==> src/hw/rtl/chm_pkg.sv <==
package chm_pkg;

    localparam int MAX_BUCKETS  = 64;
    localparam int POOL_ENTRIES = 256;
    localparam int BKT_W        = $clog2(MAX_BUCKETS);
    localparam int SLOT_W       = $clog2(POOL_ENTRIES);
    localparam int LINK_W       = SLOT_W + 1;
    localparam int DATA_W       = 32;
    localparam int CFG_W        = 7;
    localparam int CNT_W        = 9;
    localparam int DIV_STEPS    = 32;
    localparam int DIV_CNT_W    = $clog2(DIV_STEPS + 1);

    localparam logic [LINK_W-1:0] NULL_LINK    = LINK_W'(POOL_ENTRIES);
    localparam logic [LINK_W-1:0] POOL_FULL_TOP = LINK_W'(POOL_ENTRIES);
    localparam logic [CFG_W-1:0]  CFG_RESET    = CFG_W'(64);
    localparam logic [CFG_W-1:0]  CFG_MAX      = CFG_W'(MAX_BUCKETS);
    localparam logic [DATA_W-1:0] INT_MAX      = 32'h7FFF_FFFF;

    typedef enum logic [1:0] {
        REQ_GET = 2'd0,
        REQ_PUT = 2'd1,
        REQ_DEL = 2'd2,
        REQ_RSV = 2'd3
    } t_req;

    typedef enum logic [1:0] {
        ST_FOUND  = 2'd0,
        ST_ABSENT = 2'd1,
        ST_FULL   = 2'd2
    } t_status;

    typedef enum logic [3:0] {
        S_IDLE,
        S_DIV,
        S_HEAD,
        S_HEAD_WT,
        S_CHK,
        S_ENT_WT,
        S_ACT,
        S_LINK,
        S_RESP
    } t_state;

endpackage

==> src/hw/rtl/chm_mod.sv <==
module chm_mod
    import chm_pkg::*;
(
    input  logic              i_clk,
    input  logic              i_rst_n,
    input  logic              i_start,
    input  logic [DATA_W-1:0] i_key,
    input  logic [CFG_W-1:0]  i_divisor,
    output logic              o_busy,
    output logic [BKT_W-1:0]  o_bucket
);
    logic                 r_busy, n_busy;
    logic [DIV_CNT_W-1:0] r_cnt, n_cnt;
    logic [DATA_W-1:0]    r_key, n_key;
    logic [CFG_W-1:0]     r_rem, n_rem;
    logic [CFG_W-1:0]     trial;

    always_comb begin
        trial  = {r_rem[BKT_W-1:0], r_key[DATA_W-1]};
        n_busy = r_busy;
        n_cnt  = r_cnt;
        n_key  = r_key;
        n_rem  = r_rem;
        if (i_start) begin
            n_busy = 1'b1;
            n_cnt  = DIV_CNT_W'(DIV_STEPS);
            n_key  = i_key;
            n_rem  = '0;
        end else if (r_busy) begin
            n_key = {r_key[DATA_W-2:0], 1'b0};
            n_rem = (trial >= i_divisor) ? trial - i_divisor : trial;
            n_cnt = r_cnt - 1'b1;
            if (r_cnt == DIV_CNT_W'(1)) begin
                n_busy = 1'b0;
            end
        end
    end

    always_ff @(posedge i_clk) begin
        if (!i_rst_n) begin
            r_busy <= 1'b0;
            r_cnt  <= '0;
        end else begin
            r_busy <= n_busy;
            r_cnt  <= n_cnt;
        end
        r_key <= n_key;
        r_rem <= n_rem;
    end

    assign o_busy   = r_busy;
    assign o_bucket = r_rem[BKT_W-1:0];
endmodule

==> config.mk <==
export PLATFORM = sky130hd
export DESIGN_NAME = chm_mod
export DESIGN_NICKNAME = d
export VERILOG_FILES = /design/src/hw/rtl/chm_pkg.sv /design/src/hw/rtl/chm_mod.sv
export SDC_FILE = /design/constraint.sdc
export NUM_CORES = 1
export LEC_CHECK = 0
export BUFFER_PORTS_ARGS = -buffer_cell sky130_fd_sc_hd__buf_2
export CAP_MARGIN = 0
export CORE_MARGIN = 5
export CORE_UTILIZATION = 40
export CTS_BUF_LIST = sky130_fd_sc_hd__clkbuf_8
export CTS_CLUSTER_SIZE = 16
export DETAILED_ROUTE_END_ITERATION = 6
export PLACE_DENSITY_LB_ADDON = 0.15
export RECOVER_POWER = 100
export SETUP_SLACK_MARGIN = 0.2
export SLEW_MARGIN = 40
export SYNTH_ARGS = -nofsm -noshare
export SYNTH_HDL_FRONTEND = slang
export SYNTH_SLANG_ARGS = --single-unit
==> constraint.sdc <==
create_clock -name i_clk -period 3.47 [get_ports i_clk]
set_input_delay 0.1735 -clock i_clk [delete_from_list [all_inputs] [get_ports i_clk]]
set_output_delay 0.1735 -clock i_clk [all_outputs]
set_load 0.01 [all_outputs]
Yosys cells after proc, flatten, opt, wreduce, memory -nomap -nowiden
Index checks and enable logic that the tools add are counted.
Cells by class
  reduce and logical (&&, ||, !) cells: 2
  add/sub/neg operators: 2
  equal/unequal tests: 1
  bitwise operators: 1
  multiplexer cells: 8
  shifts and indexed selects: 0
  div/mod/pow operators: 0
  magnitude comparators: 1
  multiply operators: 0
Operator list (count)
  $mux 32: 2
  $mux 6: 3
  $ge 7x7->1: 1
  $eq 6x1->1 const B: 1
  $sub 6x1->6 const B: 1
  $sub 6x6->6: 1
  $mux 1: 3
  $reduce_bool 2->1: 1
  $reduce_or 2->1: 1
  $not 1->1: 1
Word-level totals
  bits in read-only memories: 0
  logic and storage cells: 20
  input bits: 42
  RAM bits: 0
  bits in latches: 0
  register bits: 45
  memories kept: 0

Depth between registers and ports, before layout
Gate-level depths: netlist of the first run.
  depth in word-level cells: 4
  mapped depth: 8

Worst setup path before layout of the first run
Ideal clock, no wire load.
  path kind: reg2reg
  start point: register r_busy (netlist: o_busy)
  end point: register r_key[0], enable pin
  cell stages (with the launch flop): 4
  setup time: 0.375 ns
  path buffers: 2
  slack: 1.633 ns
  required time: 3.095 ns
  arrival time: 1.462 ns
  cell sequence: dfxtp_1 -> clkbuf_1 -> buf_1 -> or2_2
Between the ends
  cells in the longest elaborated chain, start to end: 1
RTL lines
  from (decl): line chm_mod.sv:12  | logic r_busy, n_busy;
  from (signal assigned): line chm_mod.sv:44  | r_busy <= n_busy;
  $reduce_bool 2->1 (no source line)
  to (signal assigned): line chm_mod.sv:47  | r_key <= n_key;
  to (decl): line chm_mod.sv:14  | logic [DATA_W-1:0] r_key, n_key;
Every way passes these cells.
A chain may end at the register's enable or synchronous reset.

Worst setup path in the final report of the first run
  start point: input port i_start
  end point: register r_key[1], enable pin
Between the ends
  cells in the longest elaborated chain, start to end: 1
RTL lines
  from (decl): line chm_mod.sv:6  | input logic i_start,
  $reduce_bool 2->1 (no source line)
Every way passes these cells.

==> results of run 1 <==
[registers in the layout (all words and copies together) (netlist names)]
| register | count |
|---|---|
| r_cnt | 6 |
| o_busy | 1 |
| r_rem | 6 |
| r_key | 32 |
[logic make-up after synthesis]
family          count (synthesis)
compound gates                 22
mux                            35
fa+ha+maj                      11
xor+xnor                        7
buf+inv                        18
flops                          45
simple gates                   41
[metal layers]
layer,up-vias,track usage,part of all wire
met5,-,0,0
met4,0,0.0432,0.0065
met3,2,0.0369,0.061
met2,29,0.177,0.46
met1,659,0.143,0.47
li1,744,-,-
[cell usage after synthesis, types with 4 or more instances]
cell type and n:
edfxtp_1 32, dfxtp_1 13, inv_1 11, nor2_1 15, xnor2_1 4, mux2_2 31
a211oi_1 4, a21oi_1 8, nand2b_1 5, ha_1 10, nand2_1 7, mux2i_1 4
[through the flow]
step | util | cells
6_report | 0.476 | 301
5_1_grt | 0.476 | 301
4_1_cts | 0.481 | 301
3_5_place_dp | 0.466 | 293
3_3_place_gp | 0.466 | 293
2_1_floorplan | - | 179
[power by group through the flow]
stage | registers (mW) | logic, mW | clock network, mW
after global routing | 0.663 | 0.222 | 0.348
after detailed placement | 0.668 | 0.205 | 0
final | 0.657 | 0.194 | 0.306
after global placement | 0.669 | 0.205 | 0
after floorplan | 0.666 | 0.146 | 0
after CTS | 0.657 | 0.208 | 0.319
[final cells by class]
cell class / count / area share
Clock inverter: 3 / 0.00477
Timing Repair Buffer: 49 / 0.0906
Sequential cell: 45 / 0.466
Clock buffer: 5 / 0.0262
Multi-Input combinational cell: 116 / 0.363
Inverter: 11 / 0.0157
Tap cell: 72 / 0.0344
[worst paths after layout]
| kind | from | to | cells after the start |
|---|---|---|---|
| worst max-delay path | i_start | r_key[1] | 2 |
| worst min-delay path | i_rst_n | r_cnt[5] | 2 |
| worst max register to register | o_busy | r_key[1] | 1 |
| worst min register to register | r_cnt[1] | r_cnt[1] | 2 |
[layout by cell type, fill, tap and decap left out, types with 2 or more instances in the layout]
master	n
a21oi_1	9
xnor2_1	4
nand4b_1	2
mux2_2	31
nor2b_1	2
edfxtp_1	32
o311ai_0	2
or4b_1	2
o21ai_0	2
nand2_1	7
xor2_1	3
and2b_1	2
buf_2	40
clkbuf_8	5
dfxtp_1	13
nor2_1	15
clkbuf_1	8
nand2b_1	5
nor3_1	2
inv_1	11
a211oi_1	4
mux2i_1	4
ha_1	10
clkinv_1	2
==> key figures, run 1 <==
Finish
  – Share of cells above drive strength 1: 0.341
  – Synth-to-Final Area Change: 16.1%
  – Multi-input logic area: 951 µm²
  – Design Area, Final: 2620 µm²
  – # diodes: 0
  – Final #Nets: between 200 and 300
  – Sequential Area: about 1200 µm²
  – Layout filler cell count: about 540

Detailed routing
  – Post-DRT Antenna Nets: 0
  – WL final: 3850 µm
  – DR DRC count: 0
  – Detailed router's first-iteration violation count: 18
  – Via count: 1434
  – Vias/cell: 4.76
  – WL/cell: ~13 µm
  – First-pass DRT Iterations: 3

Floorplanning
  – Rows: 27
  – Die Area: between 7000 and 8000 µm²
  – Io pins: 49
  – Starting Density: 0.410
  – Core ar.: 5510 µm²
  – Die Ht: 85.1 µm
  – DIE WIDTH: 85.1 µm

STA
  – Slew Limit Fails: 33
  – Fin crit share: 0.676
  – Hold Slack: 0.113 ns
  – Worst slew pin tran: 2.15 ns
  – Final min period: 2.35 ns
  – Final hold vios: 0
  – Worst slew margin: -0.434
  – Final setup viols: 0
  – RSZ-0062 raised after global routing: false
  – Setup TNS Final: 0 ns
  – PnR worst setup slack: 1.12 ns
  – Maximum clock rate: 0.426 GHz
  – Clock Skew: 0.00338 ns

Placed design
  – Post-place setup slack: about 1.5 ns
  – Gpl congestion: 0.684
  – DP HPWL: 2730 µm
  – I/O Buffers: 48
  – DP Area: 2570 µm²

Setup path
  – Worst path bufs/invs: 1
  – R2R Setup Slk: 1.16 ns
  – CP Max Fanout: 46
  – Critical Path Max Stage Delay: 1.63 ns
  – Critical-path top delay cell: or2_0
  – Startpoint types: input port
  – Critical Path RT: between 3 and 4 ns
  – Crit-path cells: buf_4, or2_0
  – Crit path DAT: 2.22 ns
  – Setup CP Type: in -> reg
  – Crit end category: flip-flop
  – Kind of cell adding the most delay to the critical path: simple AND/OR/NAND/NOR gates

Clocking
  – # resized after CTS: 0
  – H-tree Lvls: 2
  – Hold buffers post-CTS: 0
  – CTS tree: yes
  – CTS sink cnt: 45
  – Worst skew pair latency: 0.29 ns
  – Setup Fix Bufs, Post-CTS: 0
  – CTS Buf Count: 5
  – Clock transition at path regs: 0.08 ns
  – Maximum clock insertion buffer count: 2
  – Clock Tree Root: clkbuf_8

Outcome
  – Failing checks: capacitance limit, slew limit
  – Status: finished with violations

Power and ir drop
  – Sw frac: 0.246
  – Net Switching: 285 µW
  – PwrDens: 441 nW/µm²
  – Clock power share: 0.264
  – Leakage: about 1.1 nW
  – Tot Pwr: 1.16 mW
  – Max IR drop VDD: 0.196 mV
  – Sequential share of power: 0.568
  – Internal Power: 872 µW
  – Combinational share of power: 0.168

Yosys
  – Post-Synth Simple-Gate Area: 0.0953
  – Synth Area in Adders: 0.0643
  – Syn Std Cell Area: 2260 µm²
  – Multiplexer area fraction after synthesis: 0.172
  – Mapped Cells: about 180
  – Synth top area cells: edfxtp_1, mux2_2, dfxtp_1, ha_1, nor2_1
  – Top-area cell type share of the netlist area: 0.425
  – Synth Flop Type: edfxtp_1
  – Synth Register Bits: 45
  – Dominant cell type by area after synthesis: edfxtp_1
  – Synth Area in XOR/XNOR: 0.0271
  – Post-Syn Nets: 232
  – Main combinational cell family by area after synthesis: multiplexers
  – Ys async rst share: 0
  – Ys Warns: 0
  – Post-synth cell types: 35
  – EDFF count, synth: 32
  – Mean post-synth cell area: 12.6 µm²
  – Complex-gate fraction of the synthesized area: 0.0687
  – Sequential share of the synthesized area: 0.541

Global route
  – Congestion Overflow GR: 0
  – Initial antenna violation count: 0
  – Pin count of the biggest net entering global routing: 47
  – Number of global-route vias before repair: between 1000 and 1500
  – GRT Util Overall: 0.112
  – First-pass GRT wire length: 6530 µm

Flow run
  – Max Cap Viol: 1

Min path
  – Tightest Hold Check Type: in -> reg
Power figures use the tool's default switching activity.
==> run 2: changes to the inputs <==
- clock period: 3.47 -> 2.3 ns (I/O delays scaled with it)
==> run 2 against run 1 <==
Against the previous run: the flow now finishes without violations; count of clock-buffer cells in the layout stayed put; combinational power rose by 56%; sequential power is 51% higher; global-route usage about the same; design area up 0.86%; first-iteration DRC count increased to 2.6 times the previous value; critical endpoint is now r_key[3]; largest cell class unchanged.
==> key figures, run 2 (same netlist as run 1, synthesis figures left out) <==
Setup path
  – CP Max Fanout: 22 (-52%)
  – Setup CP Type: in -> reg
  – Startpoint types: input port
  – Crit end category: flip-flop
  – Crit path DAT: 1.85 ns (-0.37 ns)
  – Setup crit start: i_start
  – Critical Path RT: 2.24 ns (-1.11 ns)
  – Reg2reg start: r_key[31]

Finish
  – Final #Nets: 283 (+0.71%)
  – Finished Core Util: 0.480 (+0.00409)
  – Commonest non-fill, non-tap cell in the layout: buf_2
  – Largest registers: r_key: 32 flops, r_cnt: 6 flops, r_rem: 6 flops
  – # diodes: 0 (unchanged)
  – Share of cells above drive strength 1: 0.359 (+0.0187)
  – Design Area, Final: 2650 µm² (+0.86%)
  – Largest register FFs: 32 (unchanged)
  – Synth-to-Final Area Change: 17.1%
  – Most frequent cells in the layout: buf_2, edfxtp_1, mux2_2
  – Reg with most FFs: r_key
  – Layout filler cell count: 534 (-1.7%)

Detailed routing
  – Highest Signal Layer: met4
  – M1 WL: 1880 µm (+3.4%)
  – Detailed router's first-iteration violation count: 47 (+29)
  – Met3 routed WL: 194 µm (-17%)
  – WL final: 3860 µm (+0.16%)
  – DR DRC count: 0 (unchanged)
  – Via count: 1458 (+1.7%)
  – WL met2: 1730 µm (-2.6%)
  – Post-DRT Antenna Nets: 0 (unchanged)
  – Vias/cell: 4.81 (+1.0%)
  – WL/cell: 12.7 µm (-0.51%)
  – First-pass DRT Iterations: 3 (unchanged)

STA
  – Final hold vios: 0 (unchanged)
  – Clock Skew: 0.00683 ns (+0.00344 ns)
  – Final min period: about 1.9 ns
  – Fin crit share: 0.831
  – Final setup viols: 0 (unchanged)
  – Slew Limit Fails: 0 (-100%)
  – Worst slew margin: 0.277 (+0.711)
  – Setup TNS Final: 0 ns (unchanged)
  – Worst slew pin tran: 1.08 ns (-1.07 ns)
  – RSZ-0062 raised after global routing: false
  – Maximum clock rate: 0.523 GHz

Clocking
  – # resized after CTS: 0 (unchanged)
  – Hold buffers post-CTS: 0 (unchanged)
  – Worst skew pair latency: 0.29 ns (about the same)
  – Clock Tree Root: clkbuf_8
  – Clock transition at path regs: 0.08 ns (about the same)
  – Setup Fix Bufs, Post-CTS: 0 (unchanged)
  – CTS tree: yes
  – H-tree Lvls: 2 (unchanged)
  – Maximum clock insertion buffer count: 2 (unchanged)
  – CTS Buf Count: 5 (unchanged)
  – CTS sink cnt: 45 (unchanged)

Placed design
  – I/O Buffers: 48 (unchanged)
  – DP HPWL: 2820 µm (+3.0%)
  – Gpl congestion: 0.745 (+9.0%)
  – DP Area: 2590 µm² (+1.1%)

Floorplanning
  – Starting Density: 0.410 (unchanged)
  – Rows: 27 (unchanged)
  – Core ar.: 5510 µm² (unchanged)
  – Die Ht: 85.1 µm (unchanged)
  – Io pins: 49 (unchanged)
  – Die Area: 7250 µm² (unchanged)
  – DIE WIDTH: 85.1 µm (unchanged)

Global route
  – Congestion Overflow GR: 0 (unchanged)
  – GRT Util Overall: 0.112 (+0.000157)
  – Number of global-route vias before repair: 1408 (-1.6%)
  – Initial antenna violation count: 0 (unchanged)
  – Pin count of the biggest net entering global routing: 26 (-45%)
  – First-pass GRT wire length: 6510 µm (-0.43%)

Flow run
  – Max Cap Viol: 0 (-1)

Power and ir drop
  – Max IR drop VDD: 0.426 mV (+120%)
  – Leakage: 1.08 nW (+2.1%)
  – Tot Pwr: 1.74 mW (+51%)
  – PwrDens: 659 nW/µm² (+49%)

Min path
  – Tightest Hold Check Type: in -> reg
  – Worst Hold Launch: i_rst_n

Outcome
  – Status: finished, final reports clean
## run 2: worst paths after layout
path / endpoint / slack (ns) / cells after the start
min reg2reg: r_cnt[1] / 0.50 / 2
max reg2reg: r_rem[4] / 0.45 / 8
min: r_cnt[5] / 0.06 / 2
max: r_key[3] / 0.39 / 3
## run 2: final cells by class
cell class / count / area [µm²] / share of cell area
Sequential cell: 45 / 1220 / 0.462
Clock buffer: 5 / 68.8 / 0.0260
Multi-Input combinational cell: 116 / 966 / 0.365
Timing Repair Buffer: 51 / 245 / 0.0927
Tap cell: 72 / 90.1 / 0.0341
Clock inverter: 3 / 12.5 / 0.00473
Inverter: 11 / 41.3 / 0.0156
## run 2: report_power, final
part / switching, mW / internal [mW] / total [mW] / leakage (nW)
Combinational: 0.148 / 0.154 / 0.302 / 0.596
Clock: 0.247 / 0.205 / 0.451 / 0.0505
Sequential: 0.0303 / 0.960 / 0.990 / 0.429
## run 2: worst max-delay path, cell delays in order
cell	delay [ns]
clkbuf_1	0.78
or2_2	0.48
clkbuf_2	0.46
## run 2: layer usage
layer | global-route usage | vias up
met1 | 0.150 | 674
met4 | 0.0432 | 0
met5 | 0 | -
met2 | 0.171 | 28
met3 | 0.0340 | 6
li1 | - | 750
## run 2: metrics by stage
step / hold WS, ns / instances / setup slack [ns]
floorplan: 0.232 / 179 / 0.463
global placement: 0.346 / 295 / 0.494
detailed placement: 0.356 / 295 / 0.461
CTS: 0.0468 / 303 / 0.433
global route: 0.0562 / 303 / 0.203
finish: 0.0563 / 303 / 0.388
==> run 3: changes to the inputs <==
- clock period: 2.3 -> 1.6 ns (I/O delays scaled with it)
==> run 3 against run 2 <==
Against the previous run: the run now ends with setup timing left; non-clock buffer count rose by 20; clock skew barely moved; clock power rose by 43%; wire length increased by 16%; critical path type is now reg -> reg; final cell count up 6.6%; total power increased by 51%; utilization rose by 4.1 points; die area unchanged.
==> key figures, run 3 (same netlist as run 1, synthesis figures left out) <==
STA
  – Worst slew margin: 0.391 (+0.115)
  – Clock Skew: 0.00725 ns (+0.000417 ns)
  – Setup TNS Final: -1.25 ns (-1.25 ns)
  – Final setup viols: 6 (+6)
  – Worst slew pin tran: 0.913 ns (-0.172 ns)
  – Final hold vios: 0 (unchanged)
  – Slew Limit Fails: 0 (unchanged)
  – Fin crit share: 1.16
  – Final min period: ~1.9 ns
  – PnR worst setup slack: -0.258 ns (-0.646 ns)
  – Maximum clock rate: 0.538 GHz
  – RSZ-0062 raised after global routing: true

Floorplanning
  – Die Area: 7250 µm² (unchanged)
  – Die Ht: 85.1 µm (unchanged)
  – Core ar.: 5510 µm² (unchanged)
  – Rows: 27 (unchanged)
  – DIE WIDTH: 85.1 µm (unchanged)
  – Io pins: 49 (unchanged)
  – Starting Density: 0.410 (unchanged)

Placed design
  – I/O Buffers: 48 (unchanged)
  – DP HPWL: 3270 µm (+16%)
  – DP Area: 2720 µm² (+4.7%)
  – Post-place setup slack: -0.235 ns (-0.697 ns)
  – Gpl congestion: 0.751 (+0.87%)

Setup path
  – Setup CP Type: reg -> reg
  – CP Max Fanout: 5 (-77%)
  – Crit path DAT: 2.06 ns (+0.21 ns)
  – Critical Path RT: 1.80 ns (-0.44 ns)
  – R2R Setup Slk: -0.26 ns (-0.71 ns)
  – Startpoint types: flip-flop
  – Reg2reg start: r_key[31]
  – Crit end category: flip-flop
  – Setup crit start: r_key[31]

Detailed routing
  – WL final: 4460 µm (+16%)
  – WL/cell: 13.8 µm (+8.5%)
  – Vias/cell: 4.85 (+0.69%)
  – Post-DRT Antenna Nets: 0 (unchanged)
  – Detailed router's first-iteration violation count: 53 (+13%)
  – DR DRC count: 0 (unchanged)
  – First-pass DRT Iterations: 4 (+1)
  – Via count: 1565 (+7.3%)

Finish
  – Final #Nets: 304 (+7.4%)
  – Design Area, Final: 2870 µm² (+8.5%)
  – Synth-to-Final Area Change: 27.1%
  – Most frequent cells in the layout: buf_2, edfxtp_1, mux2_2
  – Largest registers: r_key: 32 flops, r_cnt: 6 flops, r_rem: 6 flops
  – Share of cells above drive strength 1: 0.458 (+0.0989)
  – Multi-input logic area: 1040 µm² (+7.4%)
  – Largest register FFs: 32 (unchanged)
  – # diodes: 0 (unchanged)
  – Reg with most FFs: r_key
  – Commonest non-fill, non-tap cell in the layout: buf_2
  – Finished Core Util: 0.521 (+0.0409)
  – Layout filler cell count: 506 (-5.2%)
  – Sequential Area: 1220 µm² (unchanged)

Flow run
  – Max Cap Viol: 0 (unchanged)

Clocking
  – CTS tree: yes
  – CTS sink cnt: 45 (unchanged)
  – Hold buffers post-CTS: 0 (unchanged)
  – H-tree Lvls: 2 (unchanged)
  – Clock transition at path regs: 0.07 ns (about the same)
  – Clock Tree Root: clkbuf_8
  – Worst skew pair latency: 0.29 ns (about the same)
  – CTS Buf Count: 5 (unchanged)
  – Maximum clock insertion buffer count: 2 (unchanged)

Outcome
  – Status: finished with violations
  – Failing checks: setup timing

Global route
  – GRT Util Overall: 0.133 (+0.0205)
  – Congestion Overflow GR: 0 (unchanged)
  – Pin count of the biggest net entering global routing: 33 (+27%)
  – First-pass GRT wire length: 7680 µm (+18%)
  – Number of global-route vias before repair: 1604 (+14%)
  – Initial antenna violation count: 0 (unchanged)

Power and ir drop
  – PwrDens: 920 nW/µm² (+40%)
  – Tot Pwr: 2.64 mW (+51%)
  – Max IR drop VDD: 0.477 mV (+12%)
  – Leakage: 1.18 nW (+9.7%)

Min path
  – Tightest Hold Check Type: in -> reg
  – Worst Hold Launch: i_rst_n
run 3: cell type report:
type | count | share of cell area
multi-input combinational | 117 | 0.361
clock buffer | 5 | 0.0240
timing repair buffer | 71 | 0.141
clock inverter | 2 | 0.00262
tap | 72 | 0.0314
inverter | 11 | 0.0144
sequential | 45 | 0.425
run 3: timing repair:
action / CTS / global route
pin swaps: 3 / 4
resized for setup: 5 / 6
gates cloned: 1 / 0
setup buffers: 3 / 2
endpoints found under the setup margin: 6 / 7
run 3: critical path: stages, from the launching register on:
cell      delay [ns]
edfxtp_1        0.37
inv_2           0.06
ha_4            0.26
and2b_1         0.17
o21ai_2         0.21
a21oi_4         0.11
or4b_4          0.50
o311ai_2        0.09
run 3: metal layers:
| metal | part of all wire | track usage | vias to the layer above | wire, µm |
|---|---|---|---|---|
| li1 | - | - | 792 | - |
| met1 | 0.48 | 0.181 | 736 | 2130 |
| met2 | 0.46 | 0.207 | 31 | 2070 |
| met3 | 0.045 | 0.0320 | 6 | 200 |
| met4 | 0.014 | 0.0432 | 0 | 61 |
| met5 | 0 | 0 | - | 0 |
run 3: final timing paths:
kind,endpoint,depth (start not counted)
setup / recovery,r_rem[1],7
hold / removal,r_cnt[5],2
setup reg to reg,r_rem[1],7
hold reg to reg,r_cnt[1],2
run 3: per-stage QoR:
step / instances / hold WS, ns
floorplan: 179 / 0.197
global placement: 310 / 0.312
detailed placement: 310 / 0.330
CTS: 321 / 0.0233
global route: 323 / 0.0384
finish: 323 / 0.0383
run 3: where the power goes:
group / internal (mW) / total, mW / switching, mW
Sequential: 1.38 / 1.42 / 0.0420
Clock: 0.289 / 0.647 / 0.358
Combinational: 0.307 / 0.572 / 0.265
